File: src/hdl/sha512_pkg.sv
// Shared types, constants and round functions for the SHA-512 hasher.
package sha512_pkg;

  typedef logic [63:0] word_t;
  typedef word_t vars_t [8];

  // Sequencer states
  typedef enum logic [2:0] {
    ST_IDLE,
    ST_PAD,
    ST_LEN_LO,
    ST_ROUND,
    ST_ADD,
    ST_OUT
  } state_t;

  // Control of the message schedule window
  typedef struct packed {
    logic shift;
    logic calc;
  } sched_ctl_t;

  localparam int unsigned NUM_ROUNDS = 80;
  localparam int unsigned RND_W      = $clog2(NUM_ROUNDS);
  localparam logic [RND_W-1:0] LAST_RND = RND_W'(NUM_ROUNDS - 1);

  // Word that carries the lone pad bit after a full final word
  localparam word_t PAD_WORD = 64'h8000_0000_0000_0000;

  localparam vars_t INIT_CHAIN = '{
    64'h6a09e667f3bcc908, 64'hbb67ae8584caa73b, 64'h3c6ef372fe94f82b, 64'ha54ff53a5f1d36f1,
    64'h510e527fade682d1, 64'h9b05688c2b3e6c1f, 64'h1f83d9abfb41bd6b, 64'h5be0cd19137e2179
  };

  localparam word_t ROUND_K [NUM_ROUNDS] = '{
    64'h428a2f98d728ae22, 64'h7137449123ef65cd, 64'hb5c0fbcfec4d3b2f, 64'he9b5dba58189dbbc,
    64'h3956c25bf348b538, 64'h59f111f1b605d019, 64'h923f82a4af194f9b, 64'hab1c5ed5da6d8118,
    64'hd807aa98a3030242, 64'h12835b0145706fbe, 64'h243185be4ee4b28c, 64'h550c7dc3d5ffb4e2,
    64'h72be5d74f27b896f, 64'h80deb1fe3b1696b1, 64'h9bdc06a725c71235, 64'hc19bf174cf692694,
    64'he49b69c19ef14ad2, 64'hefbe4786384f25e3, 64'h0fc19dc68b8cd5b5, 64'h240ca1cc77ac9c65,
    64'h2de92c6f592b0275, 64'h4a7484aa6ea6e483, 64'h5cb0a9dcbd41fbd4, 64'h76f988da831153b5,
    64'h983e5152ee66dfab, 64'ha831c66d2db43210, 64'hb00327c898fb213f, 64'hbf597fc7beef0ee4,
    64'hc6e00bf33da88fc2, 64'hd5a79147930aa725, 64'h06ca6351e003826f, 64'h142929670a0e6e70,
    64'h27b70a8546d22ffc, 64'h2e1b21385c26c926, 64'h4d2c6dfc5ac42aed, 64'h53380d139d95b3df,
    64'h650a73548baf63de, 64'h766a0abb3c77b2a8, 64'h81c2c92e47edaee6, 64'h92722c851482353b,
    64'ha2bfe8a14cf10364, 64'ha81a664bbc423001, 64'hc24b8b70d0f89791, 64'hc76c51a30654be30,
    64'hd192e819d6ef5218, 64'hd69906245565a910, 64'hf40e35855771202a, 64'h106aa07032bbd1b8,
    64'h19a4c116b8d2d0c8, 64'h1e376c085141ab53, 64'h2748774cdf8eeb99, 64'h34b0bcb5e19b48a8,
    64'h391c0cb3c5c95a63, 64'h4ed8aa4ae3418acb, 64'h5b9cca4f7763e373, 64'h682e6ff3d6b2b8a3,
    64'h748f82ee5defb2fc, 64'h78a5636f43172f60, 64'h84c87814a1f0ab72, 64'h8cc702081a6439ec,
    64'h90befffa23631e28, 64'ha4506cebde82bde9, 64'hbef9a3f7b2c67915, 64'hc67178f2e372532b,
    64'hca273eceea26619c, 64'hd186b8c721c0c207, 64'heada7dd6cde0eb1e, 64'hf57d4f7fee6ed178,
    64'h06f067aa72176fba, 64'h0a637dc5a2c898a6, 64'h113f9804bef90dae, 64'h1b710b35131c471b,
    64'h28db77f523047d84, 64'h32caab7b40c72493, 64'h3c9ebe0a15c9bebc, 64'h431d67c49c100d4c,
    64'h4cc5d4becb3e42b6, 64'h597f299cfc657e2a, 64'h5fcb6fab3ad6faec, 64'h6c44198c4a475817
  };

  function automatic word_t rotr(input word_t x, input int unsigned n);
    return (x >> n) | (x << (64 - n));
  endfunction

  function automatic word_t big_sigma0(input word_t x);
    return rotr(x, 28) ^ rotr(x, 34) ^ rotr(x, 39);
  endfunction

  function automatic word_t big_sigma1(input word_t x);
    return rotr(x, 14) ^ rotr(x, 18) ^ rotr(x, 41);
  endfunction

  function automatic word_t small_sigma0(input word_t x);
    return rotr(x, 1) ^ rotr(x, 8) ^ (x >> 7);
  endfunction

  function automatic word_t small_sigma1(input word_t x);
    return rotr(x, 19) ^ rotr(x, 61) ^ (x >> 6);
  endfunction

endpackage

File: src/hdl/sha512_sched.sv
// Sixteen-word message schedule window, shifted once per load or round.
module sha512_sched (
  input  logic                   clk,
  input  sha512_pkg::sched_ctl_t ctl,
  input  sha512_pkg::word_t      din,
  output sha512_pkg::word_t      w_cur
);

  sha512_pkg::word_t win_r   [16];
  sha512_pkg::word_t win_nxt [16];
  sha512_pkg::word_t w_calc;

  // Expand the next schedule word from the window
  assign w_calc = sha512_pkg::small_sigma1(win_r[14]) + win_r[9]
                + sha512_pkg::small_sigma0(win_r[1]) + win_r[0];

  // Shift toward the head, append loaded or expanded word
  always_comb begin
    for (int i = 0; i < 15; i++) begin
      win_nxt[i] = win_r[i+1];
    end
    win_nxt[15] = ctl.calc ? w_calc : din;
  end

  always_ff @(posedge clk) begin
    if (ctl.shift) begin
      win_r <= win_nxt;
    end
  end

  assign w_cur = win_r[0];

endmodule

File: config.mk
export PLATFORM = sky130hd
export DESIGN_NAME = sha512_sched
export DESIGN_NICKNAME = d
export VERILOG_FILES = /design/src/hdl/sha512_pkg.sv /design/src/hdl/sha512_sched.sv
export SDC_FILE = /design/constraint.sdc
export NUM_CORES = 1
export LEC_CHECK = 0
export ABC_AREA = 0
export BUFFER_PORTS_ARGS = -buffer_cell sky130_fd_sc_hd__buf_2
export CAP_MARGIN = 40
export CORE_ASPECT_RATIO = 1.2
export CORE_UTILIZATION = 62
export CTS_BUF_LIST = sky130_fd_sc_hd__clkbuf_16
export DETAILED_ROUTE_END_ITERATION = 16
export HOLD_SLACK_MARGIN = 0.05
export MAX_ROUTING_LAYER = met4
export PLACE_DENSITY = 0.8
export RECOVER_POWER = 50
export SYNTH_ARGS = -nofsm -noshare
export SYNTH_HDL_FRONTEND = slang
export SYNTH_SLANG_ARGS = --single-unit
File: constraint.sdc
create_clock -name clk -period 6.4 [get_ports clk]
set_input_delay 1.28 -clock clk [delete_from_list [all_inputs] [get_ports clk]]
set_output_delay 1.28 -clock clk [all_outputs]
set_load 0.005 [all_outputs]
==> out/results.txt <==
status = finished with violations
failing checks = capacitance limit, slew limit
Simple-Gate Fraction of Synth Area = 0.0244
initial antenna violation count = 2
clock root cell = clkbuf_16
Max Fanout on Critical Path = 5
Top Usage Layer GRT = met2
num ports = 131
Storage cell area = 30,700 um2
Post-synth EDFFs = 1,024
Reg clk slew, reported paths = 60 ps
commonest cells in the netlist = edfxtp_1 (1,024), inv_1 (262), xnor2_1 (184)
Critical Path AT = 6370 ps
Detailed Route Iter0 Violations = 2,041
Multi-input gate area = 9110 um2
leading area contributor after synthesis = edfxtp_1
count leader, synth = edfxtp_1
Worst Max-Slew Pin Slew = 3760 ps
r2r setup slk = 380 ps
cts bufs inserted = 94
vias per cell = 5.85
die height = 284 um
hold depth = 0
leading post-synthesis cells by cell area = edfxtp_1 (75%), fa_1 (6.2%), xnor2_1 (3.9%)
gr ovfl total = 0
WP data required = 6760 ps
R2R Path End = win_nxt[118]
number of max-cap violations = 1
worst hold endpoint = win_nxt[816]
H-tree depth = 3
CTS resizes = 0
reg-to-reg startpoint = win_nxt[137]
routability-driven placement congestion ratio = 0.940
IO Port Bufs = 130
ANT nets after route = 0
Slew Limit Fails = 131
post-DP HPWL = 62,800 um
Unique masters post-synth = 66
Post-Synth Adder-Cell Area = 0.0807
sequential area share after synthesis = 0.750
XOR/XNOR Fraction of Synth Area = 0.0647
Die ar. = 67,200 um2
share of cells above drive strength 1 = 0.135
Yosys warnings = 0
Setup CP Type = flip-flop to flip-flop
Post-synth ARST share = 0
DRT Pass-1 Iters = 6
period utilization = 0.940
#FFs+latches synth = 1,024
DR WL/cell = 26.6 um
syn_area_per_cell = 17.7 um2
drt drc = 0
Tot GR Track Use = 0.287
Synth top area share = 0.750
syn nets = 2,571
largest net degree at the start of global routing = 165
first-pass GRT wire length = 133,000 um
number of global-route vias before repair = 20,300
Final TNS setup = 0 ps
final hold vios = 0
GR Util met2 = 0.457
Rel. slew slack = -1.51
Worst-Skew Late Latency = 660 ps
met3 usage in global routing = 0.0416
Post-Syn Area = 41,000 um2
Setup Skew = 32.8 ps
Fill cells = 4,007
post-synthesis compound-gate area fraction = 0.0384
hold_sp = win_nxt[752]
clock tree sinks = 1,024
P&R area growth vs syn = 11.8%
Core ar. = 65,000 um2
largest family of logic cells by synthesized area = adder cells
row cnt = 102
layout net count = 2,774
Hold WC Path Type = flip-flop to flip-flop
final setup fails = 0
Final min period = 6020 ps
RSZ-0062 raised after global routing = false
Max clock buf depth = 3
Crit. End Element = flip-flop
detailed-route via count = 20,000
# hold bufs at CTS = 0
post-synthesis mux area share = 0.0139
CP Launch Type = flip-flop
total routed wirelength = 91,200 um
M1 GR Usage = 0.394
R2R cell count = 15
Max Freq = 166 MHz
Initial Utilization = 0.631
Chip Width = 237 um
Mapped Cells = 2,315
Primary FF master, synth = edfxtp_1
post-CTS setup buffer count = 0
TritonCTS clock tree = built
==> flip-flops by register name, summed over array words and instances, names as in the netlist <==
register and count:
win_nxt 960, w_cur 64
==> kinds of logic (layout without fill, tap and decap cells) <==
family	count (synthesis)	count (layout)
flip-flops	1024	1024
XOR/XNOR	303	303
buffers and inverters	300	580
AO/OA/AOI/OAI	242	242
AND/OR/NAND/NOR	206	206
adder cells (fa/ha/maj)	189	189
multiplexers	51	51
other	0	2
==> layer usage <==
layer	vias up	share of wire
met1	10300	0.42
li1	8774	-
met3	174	0.060
met2	765	0.49
met4	0	0.027
met5	-	0
==> critical path, stage by stage, from the launching register on <==
cell and delay [ps]:
edfxtp_1 640, xor2_1 280, xnor2_1 450, fa_1 530, fa_1 550, inv_1 50
ha_1 260, a211oi_1 400, o21ai_1 270, a221o_1 450, o311a_1 410, nor3_2 460
nor2_2 220, a311oi_4 320, mux2i_1 220, nand3_1 180
==> worst max path at each step <==
stage	cells past startpoint	end	startpoint
floorplan	17	win_nxt[119]	win_nxt[135]
finish	15	win_nxt[118]	win_nxt[137]
global route	15	win_nxt[118]	win_nxt[191]
global placement	15	win_nxt[118]	win_nxt[137]
detailed placement	15	win_nxt[118]	win_nxt[137]
CTS	15	win_nxt[118]	win_nxt[137]
==> area by class of cell <==
cell class / instances / area share
antenna: 2 / 0.000109
clock buffer: 96 / 0.0524
clock inverter: 77 / 0.0158
inverter: 263 / 0.0215
multi-input combinational: 991 / 0.199
sequential: 1024 / 0.671
tap: 832 / 0.0227
timing repair buffer: 144 / 0.0178
==> stage by stage <==
step,setup slack (ps),cells,util,hold slack [ps],instance area [um2]
finish,383,3429,0.706,398,45800
global route,306,3429,0.706,406,45800
CTS,453,3427,0.706,395,45800
detailed placement,517,3254,0.658,405,42700
global placement,394,3254,0.658,400,42700
floorplan,1930,2315,-,400,41000
==> placed cells by master, fill, tap and decap left out, drive strengths merged, types with 7 or more instances in the layout <==
master / count
a211oi: 9
a21o: 35
a21oi: 83
a31oi: 9
buf: 142
bufinv: 11
clkbuf: 98
clkinv: 43
edfxtp: 1024
fa: 126
ha: 63
inv: 280
mux2: 48
nand2: 64
nand3: 12
nand4: 29
nor2: 47
nor2b: 7
nor3: 17
o21a: 8
o21ai: 42
o21bai: 12
o31ai: 8
xnor2: 184
xor2: 119
Power is left out: the tool's default activity adds up to more than one toggle a clock period on the data nets, which glitch-free logic cannot reach.
