<file path="src/hdl/sha512_pkg.sv">
// Shared types, constants and round functions for the SHA-512 hasher.
package sha512_pkg;

  typedef logic [63:0] word_t;
  typedef word_t vars_t [8];

  // Sequencer states
  typedef enum logic [2:0] {
    ST_IDLE,
    ST_PAD,
    ST_LEN_LO,
    ST_ROUND,
    ST_ADD,
    ST_OUT
  } state_t;

  // Control of the message schedule window
  typedef struct packed {
    logic shift;
    logic calc;
  } sched_ctl_t;

  localparam int unsigned NUM_ROUNDS = 80;
  localparam int unsigned RND_W      = $clog2(NUM_ROUNDS);
  localparam logic [RND_W-1:0] LAST_RND = RND_W'(NUM_ROUNDS - 1);

  // Word that carries the lone pad bit after a full final word
  localparam word_t PAD_WORD = 64'h8000_0000_0000_0000;

  localparam vars_t INIT_CHAIN = '{
    64'h6a09e667f3bcc908, 64'hbb67ae8584caa73b, 64'h3c6ef372fe94f82b, 64'ha54ff53a5f1d36f1,
    64'h510e527fade682d1, 64'h9b05688c2b3e6c1f, 64'h1f83d9abfb41bd6b, 64'h5be0cd19137e2179
  };

  localparam word_t ROUND_K [NUM_ROUNDS] = '{
    64'h428a2f98d728ae22, 64'h7137449123ef65cd, 64'hb5c0fbcfec4d3b2f, 64'he9b5dba58189dbbc,
    64'h3956c25bf348b538, 64'h59f111f1b605d019, 64'h923f82a4af194f9b, 64'hab1c5ed5da6d8118,
    64'hd807aa98a3030242, 64'h12835b0145706fbe, 64'h243185be4ee4b28c, 64'h550c7dc3d5ffb4e2,
    64'h72be5d74f27b896f, 64'h80deb1fe3b1696b1, 64'h9bdc06a725c71235, 64'hc19bf174cf692694,
    64'he49b69c19ef14ad2, 64'hefbe4786384f25e3, 64'h0fc19dc68b8cd5b5, 64'h240ca1cc77ac9c65,
    64'h2de92c6f592b0275, 64'h4a7484aa6ea6e483, 64'h5cb0a9dcbd41fbd4, 64'h76f988da831153b5,
    64'h983e5152ee66dfab, 64'ha831c66d2db43210, 64'hb00327c898fb213f, 64'hbf597fc7beef0ee4,
    64'hc6e00bf33da88fc2, 64'hd5a79147930aa725, 64'h06ca6351e003826f, 64'h142929670a0e6e70,
    64'h27b70a8546d22ffc, 64'h2e1b21385c26c926, 64'h4d2c6dfc5ac42aed, 64'h53380d139d95b3df,
    64'h650a73548baf63de, 64'h766a0abb3c77b2a8, 64'h81c2c92e47edaee6, 64'h92722c851482353b,
    64'ha2bfe8a14cf10364, 64'ha81a664bbc423001, 64'hc24b8b70d0f89791, 64'hc76c51a30654be30,
    64'hd192e819d6ef5218, 64'hd69906245565a910, 64'hf40e35855771202a, 64'h106aa07032bbd1b8,
    64'h19a4c116b8d2d0c8, 64'h1e376c085141ab53, 64'h2748774cdf8eeb99, 64'h34b0bcb5e19b48a8,
    64'h391c0cb3c5c95a63, 64'h4ed8aa4ae3418acb, 64'h5b9cca4f7763e373, 64'h682e6ff3d6b2b8a3,
    64'h748f82ee5defb2fc, 64'h78a5636f43172f60, 64'h84c87814a1f0ab72, 64'h8cc702081a6439ec,
    64'h90befffa23631e28, 64'ha4506cebde82bde9, 64'hbef9a3f7b2c67915, 64'hc67178f2e372532b,
    64'hca273eceea26619c, 64'hd186b8c721c0c207, 64'heada7dd6cde0eb1e, 64'hf57d4f7fee6ed178,
    64'h06f067aa72176fba, 64'h0a637dc5a2c898a6, 64'h113f9804bef90dae, 64'h1b710b35131c471b,
    64'h28db77f523047d84, 64'h32caab7b40c72493, 64'h3c9ebe0a15c9bebc, 64'h431d67c49c100d4c,
    64'h4cc5d4becb3e42b6, 64'h597f299cfc657e2a, 64'h5fcb6fab3ad6faec, 64'h6c44198c4a475817
  };

  function automatic word_t rotr(input word_t x, input int unsigned n);
    return (x >> n) | (x << (64 - n));
  endfunction

  function automatic word_t big_sigma0(input word_t x);
    return rotr(x, 28) ^ rotr(x, 34) ^ rotr(x, 39);
  endfunction

  function automatic word_t big_sigma1(input word_t x);
    return rotr(x, 14) ^ rotr(x, 18) ^ rotr(x, 41);
  endfunction

  function automatic word_t small_sigma0(input word_t x);
    return rotr(x, 1) ^ rotr(x, 8) ^ (x >> 7);
  endfunction

  function automatic word_t small_sigma1(input word_t x);
    return rotr(x, 19) ^ rotr(x, 61) ^ (x >> 6);
  endfunction

endpackage

</file>
<file path="src/hdl/sha512_round.sv">
// One SHA-512 compression round over the eight working variables.
module sha512_round (
  input  sha512_pkg::vars_t vars_i,
  input  sha512_pkg::word_t k,
  input  sha512_pkg::word_t w,
  output sha512_pkg::vars_t vars_o
);

  sha512_pkg::word_t ch;
  sha512_pkg::word_t maj;
  sha512_pkg::word_t t1;
  sha512_pkg::word_t t2;

  // Choose and majority terms
  assign ch  = (vars_i[4] & vars_i[5]) ^ (~vars_i[4] & vars_i[6]);
  assign maj = (vars_i[0] & vars_i[1]) ^ (vars_i[0] & vars_i[2]) ^ (vars_i[1] & vars_i[2]);

  assign t1 = vars_i[7] + sha512_pkg::big_sigma1(vars_i[4]) + ch + k + w;
  assign t2 = sha512_pkg::big_sigma0(vars_i[0]) + maj;

  // Rotate variables, inject the new a and e
  always_comb begin
    vars_o[0] = t1 + t2;
    vars_o[1] = vars_i[0];
    vars_o[2] = vars_i[1];
    vars_o[3] = vars_i[2];
    vars_o[4] = vars_i[3] + t1;
    vars_o[5] = vars_i[4];
    vars_o[6] = vars_i[5];
    vars_o[7] = vars_i[6];
  end

endmodule
</file>
<file path="config.mk">
export PLATFORM = sky130hd
export DESIGN_NAME = sha512_round
export DESIGN_NICKNAME = d
export VERILOG_FILES = /design/src/hdl/sha512_pkg.sv /design/src/hdl/sha512_round.sv
export SDC_FILE = /design/constraint.sdc
export NUM_CORES = 1
export LEC_CHECK = 0
export BUFFER_PORTS_ARGS = -buffer_cell sky130_fd_sc_hd__buf_2
export CORE_AREA = 2 2 453 455
export DETAILED_ROUTE_END_ITERATION = 10
export DIE_AREA = 0 0 455 457
export PLACE_DENSITY = 0.3
export SLEW_MARGIN = 30
export SYNTH_ARGS = -nofsm -noshare
export SYNTH_HDL_FRONTEND = slang
export SYNTH_SLANG_ARGS = --single-unit
</file>
<file path="constraint.sdc">
create_clock -name vclk -period 20
set_input_delay 2 -clock vclk [all_inputs]
set_output_delay 2 -clock vclk [all_outputs]
set_load 0.01 [all_outputs]
</file>
==> flow_metrics.env <==
export IMPL_ys_top_cells_by_area="fa_1 (21%), buf_4 (12%), xnor2_1 (11%)"
export IMPL_cp_end_kind="output port"
export IMPL_drc_errors=0
export IMPL_fin_crit_sh=0.633
export IMPL_syn_area_um2=24500
export IMPL_holdCritPathClass="input port to output port"
export IMPL_yosysTopAreaCellShare=0.207
export IMPL_hold_viol=0
export IMPL_rsz0062_at_grt="no"
export IMPL_min_path_cells=2
export IMPL_die_h_um=457
export IMPL_design_seq_count=0
export IMPL_stdcell_count=6544
export IMPL_max_cap_viol_count=0
export IMPL_ios=1152
export IMPL_dp_hpwl_um=183000
export IMPL_synth_fp_nets=4201
export IMPL_cp_arrival_ns=10.65
export IMPL_crit_top_cell="xnor2_1"
export IMPL_hold_buffers=0
export IMPL_start_kind="input port"
export IMPL_wl_um=196000
export IMPL_worstHoldEndpoint="vars_o[59]"
export IMPL_setup_viol=0
export IMPL_rows=166
export IMPL_gr_usage_all_layers=0.180
export IMPL_first_iter_violations=1145
export IMPL_grt_pass1_vias=25700
export IMPL_synth_cell_types=92
export IMPL_cts_setup_buffers=0
export IMPL_pre_cts_slack_ns=6.99
export IMPL_n_clock_buffer=0
export IMPL_die_width_um=455
export IMPL_grt_max_degree=12
export IMPL_synth_area_leader_cell="fa_1"
export IMPL_yosysWarnings=0
export IMPL_seq_area_frac_synth=0
export IMPL_max_slew_margin=0.338
export IMPL_overflow=0
export IMPL_start_util=0.120
export IMPL_final_antenna_net_count=0
export IMPL_status="finished, final reports clean"
export IMPL_final_nets=4911
export IMPL_placed_area_um2=30500
export IMPL_slew_violations=0
export IMPL_dieArea_um2=208000
export IMPL_worstMarginPinSlew_ns=0.987
export IMPL_syn2layout_area_growth_pct=25.1
export IMPL_post_route_cell_area_um2=30600
export IMPL_vias_per_cell=3.78
export IMPL_place_gp_congestion=0.919
export IMPL_finalCriticalPeriod_ns=12.65
export IMPL_fillCellCount=23600
export IMPL_dpl_cell_count=6515
export IMPL_syn_avg_cell_area_um2=7.84
export IMPL_setup_slack_ns=7.35
export IMPL_critPathMaxStageDelay_ns=0.64
export IMPL_final_layout_size_suffix_gt1_frac=0.332
export IMPL_seq_area_um2=0
export IMPL_antenna_found_initial=98
export IMPL_cts_resized=0
export IMPL_coreArea_um2=203000
export IMPL_syn_inst=3119
export IMPL_numPortBuffers=1152
export IMPL_vias=24700
export IMPL_drt_pass1_iterations=5
export IMPL_cp_required_ns=18.00
export IMPL_fmax_mhz=79.0
export IMPL_routedWlPerCell_um=30.0
export IMPL_worstHoldStart="vars_i[123]"
export IMPL_grt_pass1_wl_um=248000
export IMPL_worstPathMaxFanout=6
export IMPL_crit_type="input port to output port"
export IMPL_finalSetupTns_ns=0
export IMPL_cp_slowest_cell="xnor2_1"
-- cell families after synthesis --
family | after synthesis | synth area share
xor gates and xnor gates | 454 | 0.163
adders and majority gates | 445 | 0.305
and+or+nand+nor | 427 | 0.0852
buffers and inverters | 953 | 0.206
AOI/OAI and AO/OA | 776 | 0.212
muxes | 64 | 0.0293
-- Yosys cell counts, drive strengths merged (53+ instances only) --
| cell type | count |
|---|---|
| ha | 189 |
| a21o | 183 |
| o21ai | 170 |
| xnor2 | 313 |
| mux2 | 61 |
| fa | 253 |
| buf | 395 |
| xor2 | 141 |
| a21oi | 204 |
| inv | 505 |
| nor2 | 97 |
| nand2 | 128 |
| clkbuf | 53 |
-- routing by layer --
metal	up-vias	routed length, um	track usage
li1	11400	-	-
met1	12100	77000	0.203
met2	952	106000	0.351
met3	248	6910	0.0187
met4	40	6180	0.0483
met5	-	268	0
-- cell usage in the layout, fill, tap and decap left out, drive strengths merged, types with 7 or more instances in the layout --
cell / count
and2: 13
o21bai: 35
xnor2: 313
nor2: 97
a21oi: 204
and3: 20
a21o: 183
nor2b: 15
nor3: 27
a21boi: 9
nand2b: 15
diode: 29
o21ai: 170
o211ai: 17
nand2: 128
inv: 505
mux2: 61
a41oi: 7
a211oi: 20
buf: 1156
a31oi: 20
nand4: 37
ha: 189
fa: 253
a221oi: 11
nand3: 38
xor2: 141
a211o: 10
o21a: 19
o31ai: 14
-- stage by stage --
stage | hold WS [ns] | utilization
after floorplan | 4.09 | -
after global placement | 4.20 | 0.150
after detailed placement | 4.20 | 0.150
after CTS | 4.20 | 0.150
after global routing | 4.21 | 0.150
final | 4.20 | 0.150
-- critical path, delay by kind of cell --
family          cells  cell delay, ns
compound gates     16            4.14
xor+xnor            4            1.51
fa+ha+maj           5            2.05
buf+inv             3            0.71
simple gates        2            0.22
-- worst max path at each step --
stage                      startpoint          end  slack, ns  cells past startpoint
after CTS                 vars_i[211]  vars_o[506]       6.98                     30
final                     vars_i[211]  vars_o[510]       7.35                     30
after detailed placement  vars_i[211]  vars_o[510]       6.99                     30
after global placement    vars_i[211]  vars_o[506]       6.96                     30
after global routing      vars_i[211]  vars_o[510]       6.62                     30
after floorplan             vars_i[1]  vars_o[481]       9.27                     30
-- cell type report --
class | count | area (um2) | share of cell area
diodes | 29 | 72.6 | 0.00237
multi-input cells | 2166 | 19500 | 0.636
repair buffers | 1156 | 5800 | 0.189
well taps | 2688 | 3360 | 0.110
inverters | 505 | 1900 | 0.0620
Power is left out: the tool's default activity adds up to more than one toggle a clock period on the data nets, which glitch-free logic cannot reach.
